--- config.mk ---
export PLATFORM = sky130hd
export DESIGN_NAME = motor_feedback_turn_counter
export DESIGN_NICKNAME = d
export VERILOG_FILES = /design/src/sv/mftc_pkg.sv /design/src/sv/mftc_decode.sv /design/src/sv/mftc_store.sv /design/src/sv/mftc_accum.sv /design/src/sv/motor_feedback_turn_counter.sv
export SDC_FILE = /design/constraint.sdc
export NUM_CORES = 2
export LEC_CHECK = 0
export ABC_AREA = 1
export BUFFER_PORTS_ARGS = -buffer_cell sky130_fd_sc_hd__buf_2
export CAP_MARGIN = 20
export CORE_MARGIN = 2
export CORE_UTILIZATION = 50
export CTS_BUF_LIST = sky130_fd_sc_hd__clkbuf_16
export CTS_CLUSTER_DIAMETER = 120
export DETAILED_ROUTE_END_ITERATION = 12
export PLACE_DENSITY = 0.65
export SLEW_MARGIN = 5
export SYNTH_ARGS = -nofsm -noshare
export SYNTH_HDL_FRONTEND = slang
export SYNTH_SLANG_ARGS = --single-unit
--- constraint.sdc ---
create_clock -name clk -period 29.4 [get_ports clk]
set_clock_uncertainty 0.1 [all_clocks]
set_input_delay 8.82 -clock clk [delete_from_list [all_inputs] [get_ports clk]]
set_output_delay 8.82 -clock clk [all_outputs]
set_load 0.01 [all_outputs]
--- src/sv/mftc_pkg.sv ---
// Package for the motor feedback turn counter.
// Holds shared types, codes and constants; depends on nothing.
`default_nettype none
package mftc_pkg;

  // Parameter defaults
  localparam int MOTOR_SLOTS_DEF    = 32;
  localparam int TICKS_PER_TURN_DEF = 8192;

  // Field widths
  localparam int ID_W     = 11;
  localparam int BASE_W   = 5;
  localparam int POS_W    = 16;
  localparam int TICK_W   = 32;
  localparam int SLOT_O_W = 5;
  localparam int SLOT_C_W = 13;   // signed slot arithmetic, holds -2047..2078
  localparam int CFG_A_W  = 8;
  localparam int CFG_D_W  = 11;

  // Rollover thresholds
  localparam logic [POS_W-1:0] FWD_OLD_MIN = 16'd5000;
  localparam logic [POS_W-1:0] FWD_NEW_MAX = 16'd4000;
  localparam logic [POS_W-1:0] BWD_NEW_MIN = 16'd6000;

  // Identifiers that this block does not handle
  localparam logic [ID_W-1:0] RSV_ID_A = 11'h307;
  localparam logic [ID_W-1:0] RSV_ID_B = 11'h008;
  localparam logic [ID_W-1:0] RSV_ID_C = 11'h301;
  localparam logic [ID_W-1:0] RSV_ID_D = 11'h302;
  localparam logic [ID_W-1:0] RSV_ID_E = 11'h303;

  // Register reset values
  localparam logic [ID_W-1:0]   BASE_ID_RST     = 11'd513;
  localparam logic [BASE_W-1:0] SECOND_BASE_RST = 5'd11;

  typedef enum logic [CFG_A_W-1:0] {
    CFG_BASE_ID         = 8'd0,
    CFG_SECOND_BUS_BASE = 8'd1
  } mftc_cfg_idx_t;

  typedef enum logic {
    OP_FEEDBACK = 1'b0,
    OP_CLEAR    = 1'b1
  } mftc_op_t;

  typedef enum logic [1:0] {
    STAT_OK       = 2'd0,
    STAT_RESERVED = 2'd1,
    STAT_RANGE    = 2'd2
  } mftc_status_t;

  typedef enum logic {
    S_IDLE,
    S_CALC
  } mftc_state_t;

  // Decoder result
  typedef struct packed {
    mftc_status_t        status;
    logic [SLOT_C_W-1:0] slot_raw;
  } mftc_dec_t;

  // One store entry
  typedef struct packed {
    logic [POS_W-1:0]  pos;
    logic [TICK_W-1:0] tick;
  } mftc_entry_t;

endpackage
`default_nettype wire

--- src/sv/mftc_decode.sv ---
// Slot mapping and frame classification for the turn counter.
// Depends on mftc_pkg.
`default_nettype none
module mftc_decode #(
  parameter int MOTOR_SLOTS = 32
) (
  input  wire logic                          op,
  input  wire logic                          bus,
  input  wire logic [mftc_pkg::ID_W-1:0]     frame_id,
  input  wire logic [mftc_pkg::ID_W-1:0]     base_id,
  input  wire logic [mftc_pkg::BASE_W-1:0]   second_bus_base,
  output mftc_pkg::mftc_dec_t                dec
);
  import mftc_pkg::*;

  logic [SLOT_C_W-1:0] slot_raw;
  logic                reserved;
  logic                in_range;

  // Form the signed slot
  assign slot_raw = SLOT_C_W'(frame_id) - SLOT_C_W'(base_id)
                  + (bus ? SLOT_C_W'(second_bus_base) : '0);

  assign reserved = (frame_id == RSV_ID_A) || (frame_id == RSV_ID_B) ||
                    (frame_id == RSV_ID_C) || (frame_id == RSV_ID_D) ||
                    (frame_id == RSV_ID_E);

  assign in_range = !slot_raw[SLOT_C_W-1] &&
                    (slot_raw[SLOT_C_W-2:0] < (SLOT_C_W-1)'(MOTOR_SLOTS));

  // Classify: reserved check first, feedback frames only
  always_comb begin
    dec.slot_raw = slot_raw;
    if (op == OP_FEEDBACK && reserved) begin
      dec.status = STAT_RESERVED;
    end else if (!in_range) begin
      dec.status = STAT_RANGE;
    end else begin
      dec.status = STAT_OK;
    end
  end

endmodule
`default_nettype wire

--- src/sv/mftc_store.sv ---
// Per-slot store of last position and tick total, one read and one write port.
// Read data is registered; entries never written read as zero. Depends on mftc_pkg.
`default_nettype none
module mftc_store #(
  parameter int DEPTH  = 32,
  parameter int ADDR_W = 5
) (
  input  wire logic                 clk,
  input  wire logic                 rst_n,
  input  wire logic                 rd_en,
  input  wire logic [ADDR_W-1:0]    rd_addr,
  output mftc_pkg::mftc_entry_t     rd_data,
  input  wire logic                 wr_en,
  input  wire logic [ADDR_W-1:0]    wr_addr,
  input  mftc_pkg::mftc_entry_t     wr_data
);
  import mftc_pkg::*;

  mftc_entry_t      mem [DEPTH];
  mftc_entry_t      rd_q_r;
  logic [DEPTH-1:0] valid_r;
  logic             rd_vld_r;

  // Write port
  always_ff @(posedge clk) begin
    if (wr_en) begin
      mem[wr_addr] <= wr_data;
    end
  end

  // Registered read port
  always_ff @(posedge clk) begin
    if (rd_en) begin
      rd_q_r <= mem[rd_addr];
    end
  end

  // Track written entries; reset empties the store
  always_ff @(posedge clk) begin
    if (!rst_n) begin
      valid_r  <= '0;
      rd_vld_r <= 1'b0;
    end else begin
      if (wr_en) begin
        valid_r[wr_addr] <= 1'b1;
      end
      if (rd_en) begin
        rd_vld_r <= valid_r[rd_addr];
      end
    end
  end

  assign rd_data = rd_vld_r ? rd_q_r : '0;

endmodule
`default_nettype wire

--- src/sv/mftc_accum.sv ---
// Tick accumulation with forward and backward encoder rollover detection.
// Depends on mftc_pkg.
`default_nettype none
module mftc_accum #(
  parameter int TICKS_PER_TURN = 8192
) (
  input  wire logic [mftc_pkg::POS_W-1:0]  old_pos,
  input  wire logic [mftc_pkg::POS_W-1:0]  new_pos,
  input  wire logic [mftc_pkg::TICK_W-1:0] old_tick,
  output logic      [mftc_pkg::TICK_W-1:0] new_tick
);
  import mftc_pkg::*;

  localparam logic [TICK_W-1:0] TPT = TICK_W'(TICKS_PER_TURN);

  logic [TICK_W-1:0] old_w;
  logic [TICK_W-1:0] new_w;
  logic              fwd_wrap;
  logic              bwd_wrap;

  assign old_w    = TICK_W'(old_pos);
  assign new_w    = TICK_W'(new_pos);
  assign fwd_wrap = (old_pos > FWD_OLD_MIN) && (new_pos < FWD_NEW_MAX);
  assign bwd_wrap = (old_pos < FWD_OLD_MIN) && (new_pos > BWD_NEW_MIN);

  // Add the step, corrected by one turn on a wrap
  always_comb begin
    if (fwd_wrap) begin
      new_tick = old_tick + (TPT - old_w) + new_w;
    end else if (bwd_wrap) begin
      new_tick = old_tick - ((TPT - new_w) + old_w);
    end else begin
      new_tick = old_tick + (new_w - old_w);
    end
  end

endmodule
`default_nettype wire

--- src/sv/motor_feedback_turn_counter.sv ---
// Motor feedback turn counter: each item takes a read of the slot store, then the
// update and write-back, and no new item is taken until the update is done. The
// result is registered once the output register is free, and waits there while
// the next item is taken. Synchronous active-low reset restores the registers to
// their defaults and marks every store entry as zero at once; both ready outputs
// stay low during reset and the block accepts items as soon as reset is released.
// Depends on mftc_pkg, mftc_decode, mftc_store and mftc_accum.
`default_nettype none
module motor_feedback_turn_counter #(
  parameter int MOTOR_SLOTS    = mftc_pkg::MOTOR_SLOTS_DEF,
  parameter int TICKS_PER_TURN = mftc_pkg::TICKS_PER_TURN_DEF
) (
  input  wire logic        clk,
  input  wire logic        rst_n,
  // Input stream
  input  wire logic        in_tvalid,
  output logic             in_tready,
  // tdata: frame_id[10:0], byte0[18:11], byte1[26:19], byte2[34:27], byte3[42:35],
  //        byte4[50:43], byte5[58:51], byte6[66:59], zero[71:67]
  input  wire logic [71:0] in_tdata,
  // tuser: op[0], bus[1]
  input  wire logic [1:0]  in_tuser,
  // Result stream
  output logic             out_tvalid,
  input  wire logic        out_tready,
  // tdata: slot[4:0], position[20:5], speed[36:21], current[52:37],
  //        temperature[60:53], turn_count[92:61], zero[95:93]
  output logic [95:0]      out_tdata,
  // tuser: status[1:0]
  output logic [1:0]       out_tuser,
  // Configuration writes
  input  wire logic        cfg_valid,
  output logic             cfg_ready,
  input  wire logic [mftc_pkg::CFG_A_W-1:0] cfg_addr,
  input  wire logic [mftc_pkg::CFG_D_W-1:0] cfg_data
);
  import mftc_pkg::*;

  localparam int SLOT_W = $clog2(MOTOR_SLOTS);

  mftc_state_t         state_r, state_nxt;
  logic [ID_W-1:0]     base_id_r;
  logic [BASE_W-1:0]   second_base_r;

  // Held item
  logic                op_r;
  mftc_dec_t           dec_r;
  logic [POS_W-1:0]    pos_r;
  logic [15:0]         speed_r;
  logic [15:0]         current_r;
  logic [7:0]          temp_r;

  // Output register
  logic                out_valid_r;
  mftc_status_t        o_status_r;
  logic [SLOT_O_W-1:0] o_slot_r;
  logic [POS_W-1:0]    o_pos_r;
  logic [15:0]         o_speed_r;
  logic [15:0]         o_current_r;
  logic [7:0]          o_temp_r;
  logic [TICK_W-1:0]   o_turn_r;

  mftc_dec_t           dec;
  mftc_entry_t         rd_data;
  mftc_entry_t         wr_data;
  logic [TICK_W-1:0]   new_tick;
  logic                in_acc;
  logic                out_free;
  logic                rd_en;
  logic                wr_en;
  logic                load_out;

  assign in_acc   = in_tvalid && in_tready;
  assign out_free = !out_valid_r || out_tready;

  // Configuration registers
  assign cfg_ready = rst_n;
  always_ff @(posedge clk) begin
    if (!rst_n) begin
      base_id_r     <= BASE_ID_RST;
      second_base_r <= SECOND_BASE_RST;
    end else if (cfg_valid && cfg_ready) begin
      case (cfg_addr)
        CFG_BASE_ID:         base_id_r     <= cfg_data;
        CFG_SECOND_BUS_BASE: second_base_r <= cfg_data[BASE_W-1:0];
        default: ;
      endcase
    end
  end

  mftc_decode #(
    .MOTOR_SLOTS(MOTOR_SLOTS)
  ) u_decode (
    .op              (in_tuser[0]),
    .bus             (in_tuser[1]),
    .frame_id        (in_tdata[10:0]),
    .base_id         (base_id_r),
    .second_bus_base (second_base_r),
    .dec             (dec)
  );

  mftc_store #(
    .DEPTH (MOTOR_SLOTS),
    .ADDR_W(SLOT_W)
  ) u_store (
    .clk     (clk),
    .rst_n   (rst_n),
    .rd_en   (rd_en),
    .rd_addr (dec.slot_raw[SLOT_W-1:0]),
    .rd_data (rd_data),
    .wr_en   (wr_en),
    .wr_addr (dec_r.slot_raw[SLOT_W-1:0]),
    .wr_data (wr_data)
  );

  mftc_accum #(
    .TICKS_PER_TURN(TICKS_PER_TURN)
  ) u_accum (
    .old_pos  (rd_data.pos),
    .new_pos  (pos_r),
    .old_tick (rd_data.tick),
    .new_tick (new_tick)
  );

  // Clear keeps the position and zeroes the count
  always_comb begin
    if (op_r == OP_CLEAR) begin
      wr_data.pos  = rd_data.pos;
      wr_data.tick = '0;
    end else begin
      wr_data.pos  = pos_r;
      wr_data.tick = new_tick;
    end
  end

  // Sequencer: read on accept, update and write back once the result register is free
  always_comb begin
    state_nxt = state_r;
    in_tready = 1'b0;
    rd_en     = 1'b0;
    wr_en     = 1'b0;
    load_out  = 1'b0;
    case (state_r)
      S_IDLE: begin
        in_tready = rst_n;
        if (in_tvalid && rst_n) begin
          rd_en     = (dec.status == STAT_OK);
          state_nxt = S_CALC;
        end
      end
      S_CALC: begin
        if (out_free) begin
          wr_en     = (dec_r.status == STAT_OK);
          load_out  = 1'b1;
          state_nxt = S_IDLE;
        end
      end
      default: state_nxt = S_IDLE;
    endcase
  end

  always_ff @(posedge clk) begin
    if (!rst_n) begin
      state_r <= S_IDLE;
    end else begin
      state_r <= state_nxt;
    end
  end

  // Capture the accepted item; payload words are sent high byte first
  always_ff @(posedge clk) begin
    if (in_acc) begin
      op_r      <= in_tuser[0];
      dec_r     <= dec;
      pos_r     <= {in_tdata[18:11], in_tdata[26:19]};
      speed_r   <= {in_tdata[34:27], in_tdata[42:35]};
      current_r <= {in_tdata[50:43], in_tdata[58:51]};
      temp_r    <= in_tdata[66:59];
    end
  end

  // Output register
  always_ff @(posedge clk) begin
    if (!rst_n) begin
      out_valid_r <= 1'b0;
    end else if (load_out) begin
      out_valid_r <= 1'b1;
    end else if (out_tready) begin
      out_valid_r <= 1'b0;
    end
  end

  always_ff @(posedge clk) begin
    if (load_out) begin
      o_status_r  <= dec_r.status;
      o_slot_r    <= (dec_r.status == STAT_OK) ? dec_r.slot_raw[SLOT_O_W-1:0] : '0;
      o_pos_r     <= pos_r;
      o_speed_r   <= speed_r;
      o_current_r <= current_r;
      o_temp_r    <= temp_r;
      o_turn_r    <= (dec_r.status == STAT_OK && op_r == OP_FEEDBACK) ? new_tick : '0;
    end
  end

  assign out_tvalid = out_valid_r;
  assign out_tuser  = o_status_r;
  assign out_tdata  = {3'b000, o_turn_r, o_temp_r, o_current_r, o_speed_r,
                       o_pos_r, o_slot_r};

  // Checks
  a_acc_to_calc: assert property (@(posedge clk) disable iff (!rst_n)
    in_acc |=> state_r == S_CALC)
    else $error("accepted item did not enter update");

  a_wr_ok: assert property (@(posedge clk) disable iff (!rst_n)
    wr_en |-> (state_r == S_CALC) && (dec_r.status == STAT_OK))
    else $error("store written for an item that must change nothing");

  a_calc_wait: assert property (@(posedge clk) disable iff (!rst_n)
    (state_r == S_CALC) && !out_free |=> state_r == S_CALC)
    else $error("update left while result register was full");

  a_load_valid: assert property (@(posedge clk) disable iff (!rst_n)
    load_out |=> out_valid_r)
    else $error("loaded result not presented");

endmodule
`default_nettype wire
* After elaboration in Yosys (flattened, before gate mapping)
Memory sizes are Yosys's and may differ from the RTL's. A register that Yosys moved wholly into a read port is not among the register bits.
Index checks and enable logic that the tools add are counted.
** Word-level totals
- Register bits :: 210
- Bits in writable memories :: 1536
- Input bits :: 98
- Output and inout bits :: 101
- Word-level logic and storage cells :: 96
- Memories :: 1
** Operators by class
- Add/sub/neg operators :: 10
- Order comparisons :: 8
- Equality and inequality tests :: 6
- Multiplexer cells :: 25
- Bitwise gates (word level) :: 4
- Reduce and logical (&&, ||, !) cells :: 22
** Memory list
- u_store.mem :: depth 32, width 48, rd ports 1, clocked after memory_dff 1, write ports 1, line mftc_store.sv:19 : mftc_entry_t mem [DEPTH];
** Operator list (count)
- two-way mux 48 bit :: 2
- adder 32 x 16 -> 32 bit :: 2
- adder 32 bit :: 2
- two-way mux 32 bit :: 2
- equality test 11 x 10 -> 1 bit (second input constant) :: 4
- subtractor 14 x 16 -> 17 bit (first input constant) :: 2
- greater-than comparator 16 x 13 -> 1 bit (second input constant) :: 2
- OR 32 bit :: 1
- subtractor 32 bit :: 1
- subtractor 16 x 16 -> 17 bit :: 1
- less-than comparator 16 x 12 -> 1 bit (second input constant) :: 1
- less-than comparator 16 x 13 -> 1 bit (second input constant) :: 1
- two-way mux 1 bit :: 15
- adder 12 x 6 -> 13 bit :: 1
- less-than comparator 12 x 6 -> 1 bit (second input constant) :: 1
- less-than comparator 5 x 6 -> 1 bit (second input constant) :: 2
- subtractor 11 x 11 -> 12 bit :: 1
- equality test 11 x 4 -> 1 bit (second input constant) :: 1
- logical AND 1 bit :: 9
- equality test 8 x 1 -> 1 bit (second input constant) :: 1
- logical NOT 8 bit :: 1
- binary-select mux 1 bit (select 5 bit) :: 1
- demux 1 bit (select 5 bit) :: 1
- >= comparator 5 x 1 -> 1 bit (second input constant) :: 1
- 9 further kinds :: 19

* Depth between registers and ports, before layout
- Depth after elaboration :: 10
- Mapped depth :: 26
- Depth with buffers taken out :: 25

* Modules after synthesis
A second synthesis with hierarchy kept.
** Second synthesis, totals
- Cells, all modules :: 7243
- Area, all modules :: 79352.4 um2
** Modules (own cells, without submodules)
- mftc_store :: times used 1, cells each 5281, area each 64653.3 um2, sequential area each 48226.3 um2
- mftc_accum :: times used 1, cells each 1281, area each 7221.9 um2, sequential area each 0.0 um2
- motor_feedback_turn_counter :: times used 1, cells each 450, area each 6279.8 um2, sequential area each 5134.9 um2
- mftc_decode :: times used 1, cells each 231, area each 1197.4 um2, sequential area each 0.0 um2

* Worst setup path before layout
OpenSTA, ideal clock, no wires.
- Path kind :: input -> output
- From :: in rst_n
- To :: out in_tready
- Arrival :: 9069 ps
- Required time :: 20480 ps
- Slack :: 11411 ps
- Stages :: 2
- Path buffers :: 0
- Cells stage by stage :: inv_1 > nor2_1
** Between the ends
- Word-level cells in the longest chain between the ends :: 1
** RTL lines
- from (decl) :: line motor_feedback_turn_counter.sv:14 : input wire logic rst_n,
- two-way mux 1 bit :: line motor_feedback_turn_counter.sv:143 : case (state_r)
- to (decl) :: line motor_feedback_turn_counter.sv:17 : output logic in_tready,
No other way between the ends.

* Worst setup path in the final report
Ends and elaborated chain as after synthesis.

==> results <==
- Hold repair after CTS inserted 0 buffers.
- The first global-routing pass estimated 337 mm of wire.
- The cell leakage power is 30.6 nW.
- The depth of the most critical reg-to-reg path is 21.
- In the layout the commonest cells are sky130_fd_sc_hd__edfxtp_1 (1743), sky130_fd_sc_hd__nor2_1 (1015), sky130_fd_sc_hd__o21ai_0 (896), sky130_fd_sc_hd__nand2_1 (428), sky130_fd_sc_hd__o221ai_1 (394).
- The area of the multi-input gates is 0.0222 mm².
- The maximum fanout encountered on the critical timing path is 32.
- The clock buffer count from CTS is 180.
- The destination of the worst hold path is o_current_r[10]$_DFFE_PP_.
- The count of final hold-check violations is 0.
- The headroom to the max-slew limit is 0.214.
- STA classifies the critical path endpoint as an output port.
- For this run the aggregate overflow at the end of global routing stands at 0.
- The post-CTS setup buffer count is 0.
- The number of global-route vias before repair was 52100.
- The data arrival time of the critical path is 10200 ps.
- For the worst-skew pair, the clock arrives at the later sink with an insertion delay of 850 ps.
- Counting instances, the worst hold path has a depth of 0.
- In this run the remaining antenna-violating nets after routing total 0.
- The horizontal die dimension is 399 µm.
- The setup path with the least slack is of type in2out.
- The clock transition time at the flip-flop clock pins of the worst setup and hold paths is 60 ps.
- The average routed wire per standard cell is 26.6 µm.
- The number of antenna violations at the first check in global routing is 2.
- Compared with the post-synthesis result, the final layout area differs by 12.2%.
- The part of the cycle the worst path needs is 0.650.
- After detailed placement, the total cell area comes to 0.0814 mm².
- At the worst endpoint, the required time is 20480 ps.
- The initialized floorplan defines 144 standard-cell rows.
- For this run, asynchronously set or reset flops after synthesis account for 0.
- The end of the worst register-to-register path is u_store.mem[21][15]$_DFFE_PP_.
- The number of sinks on the clock net is 1794.
- The die covers 0.159 mm².
- For this run, design rule violations remaining after detail routing come to 0.
- The number of setup violations in the final report is 0.
- The CTS tree is built.
- The total power divided by cell area is 68.4 mW/mm².
- Fill cells in the final layout number 12400.
- The synthesized design contains 1794 register bits.
- The highest clock frequency the design can meet is 0.0523 GHz.
- The number of max-slew violations in the final report is 0.
- The min-delay analysis places its worst path in the category reg2reg.
- The signal on the critical path passes through buf_2, inv_1, nor2_1, buf_2.
- The tree is rooted in a sky130_fd_sc_hd__clkbuf_16.
- Dividing the detail-routed via count by the number of cells gives 6.27.
- The number of vias after detailed routing is 54500.
- The initial utilization of the core area, before any placement, comes to 0.505.
- At the pin with the least slew margin, the transition time is 1180 ps.
- The register area share after synthesis is 0.685.
- Setup repair after global routing left no endpoint under its margin.
- The count of cell types in the netlist is 55.
- The most common cell after layout, fill and taps aside is sky130_fd_sc_hd__edfxtp_1.
- In the final timing run, aggregate negative setup slack is 0 ps.
- The detailed router finished its first iteration with 7652 violations.
- Max-cap violations in this run came to 0.
- Entering global routing, the biggest net connects 226 pins.
- The maximum ir drop on the vdd rail is 0.0655 mV.
- Across all register-to-register paths, the minimum setup slack is 22820 ps.
- Synthesis handed over a netlist of 6383 instances.
- Across every metal layer, demand over resource in global routing totals 0.287.
- Summing all flip-flop and latch instances after layout gives 0.0534 mm².
- The number of synthesis warnings is 0.
- The category of the worst setup path launch point is an input pin.
- At the end of the flow, the number of nets in the layout was 6809.
- Input and output buffers added on the ports amount to 190.
- Summing every instance area after synthesis gives 0.0779 mm².
- For this design the top-level I/O count stands at 199.
- The post-CTS resize count is 0.
- The minimum clock period is 19120 ps.
- The final wirelength is 232 mm.
- The placed wire-length estimate after detailed placement is 131 mm.
- For this run, the slowest stage of the critical path takes 560 ps.
- The largest buffer count on any clock path is 3.
- The synthesized design contains 1743 enable-type register cells.
- The core occupancy in the finished layout is 0.566.
- The core box area is 0.154 mm².
- The detailed-routing iteration count for the pre-antenna-repair pass is 6.
- Counting stages on the worst path, the most repeated cell is sky130_fd_sc_hd__buf_2.
- The post-layout instance area is 0.0874 mm².
- The H-tree depth is 4.
- The critical-path cell with the highest stage delay is sky130_fd_sc_hd__inv_1.
- After synthesis, the mean cell area works out to 12.2 µm².
- The fraction of final layout cells sized beyond drive strength 1 is 0.106.
- The weighted congestion reported at the end of routability-driven placement is 0.991.
- The run finished with clean final reports.
- The die height is 399 µm.
- The beginning of the worst register-to-register path is u_store.rd_vld_r$_SDFFE_PN0P_.
- For this run, the leading register cell type out of synthesis is sky130_fd_sc_hd__edfxtp_1.
- In this run the most critical hold path is launched from current_r[10]$_DFFE_PP_.
-- stage by stage --
step	hold slack [ps]	setup WS [ps]	instances	power (mW)
after floorplan	300	11410	6385	3.45
after CTS	295	10280	8695	5.98
final	290	10280	8701	5.98
after detailed placement	305	10290	8370	3.74
after global placement	301	10250	8365	3.73
after global routing	301	10090	8699	6.17
-- cell families (layout without fill, tap and decap cells) --
logic type / Yosys count / count (layout) / synth area share
DFF: 1794 / 1794 / 0.685
and+or+nand+nor: 1870 / 1870 / 0.0987
xor gates and xnor gates: 96 / 96 / 0.0108
other: 1 / 5 / 0.0000481
AOI/OAI and AO/OA: 1697 / 1697 / 0.134
adders and majority gates: 199 / 199 / 0.0356
buffers and inverters: 726 / 996 / 0.0358
-- registers in the layout, summed over array words and instances, names as in the netlist, 32 cells and up --
register,count
u_store.rd_q_r,48
u_store.mem,1536
u_store.valid_r,32
o_turn_r,32
-- area by class of cell --
cell class	instances	area share
Tap cell	2044	0.0293
Inverter	357	0.0156
Antenna cell	2	0.0000573
Timing Repair Buffer	314	0.0232
Multi-Input combinational cell	3865	0.254
Sequential cell	1794	0.611
Clock buffer	181	0.0518
Clock inverter	144	0.0153
-- cells in the mapped netlist (39+ instances only) --
master | count | area share
sky130_fd_sc_hd__edfxtp_1 | 1743 | 0.67
sky130_fd_sc_hd__nor2_1 | 1050 | 0.051
sky130_fd_sc_hd__o21ai_0 | 912 | 0.059
sky130_fd_sc_hd__nand2_1 | 429 | 0.021
sky130_fd_sc_hd__o221ai_1 | 394 | 0.044
sky130_fd_sc_hd__inv_1 | 342 | 0.016
sky130_fd_sc_hd__clkbuf_1 | 306 | 0.015
sky130_fd_sc_hd__nand3_1 | 280 | 0.018
sky130_fd_sc_hd__a21oi_1 | 202 | 0.013
sky130_fd_sc_hd__ha_1 | 161 | 0.026
sky130_fd_sc_hd__xor2_1 | 57 | 0.0064
sky130_fd_sc_hd__a31oi_1 | 54 | 0.0043
sky130_fd_sc_hd__dfxtp_1 | 51 | 0.013
sky130_fd_sc_hd__a32oi_1 | 49 | 0.0055
sky130_fd_sc_hd__xnor2_1 | 39 | 0.0044
-- power breakdown --
group	internal, mW	switching (mW)	total [mW]
combinational	0.228	0.614	0.842
clock	1.27	1.00	2.27
sequential	2.86	0.00674	2.87
total	4.35	1.62	5.98
-- per-layer routing --
layer / vias to the layer above / part of all wire / GRT usage
li1: 23900 / - / -
met1: 27300 / 0.41 / 0.412
met2: 2822 / 0.46 / 0.447
met3: 430 / 0.10 / 0.0529
met4: 0 / 0.029 / 0.0904
met5: - / 0 / 0
-- worst max-delay path by stage --
stage                      from        end  cells past startpoint
final                     rst_n  in_tready                      4
after global routing      rst_n  in_tready                      4
after CTS                 rst_n  in_tready                      4
after detailed placement  rst_n  in_tready                      4
after global placement    rst_n  in_tready                      4
after floorplan           rst_n  in_tready                      2
-- worst max-delay path, delay by kind of cell --
family	cells	cell delay, ps
simple gates	1	280
buf+inv	3	1090
(Power assumes the default switching activity.)
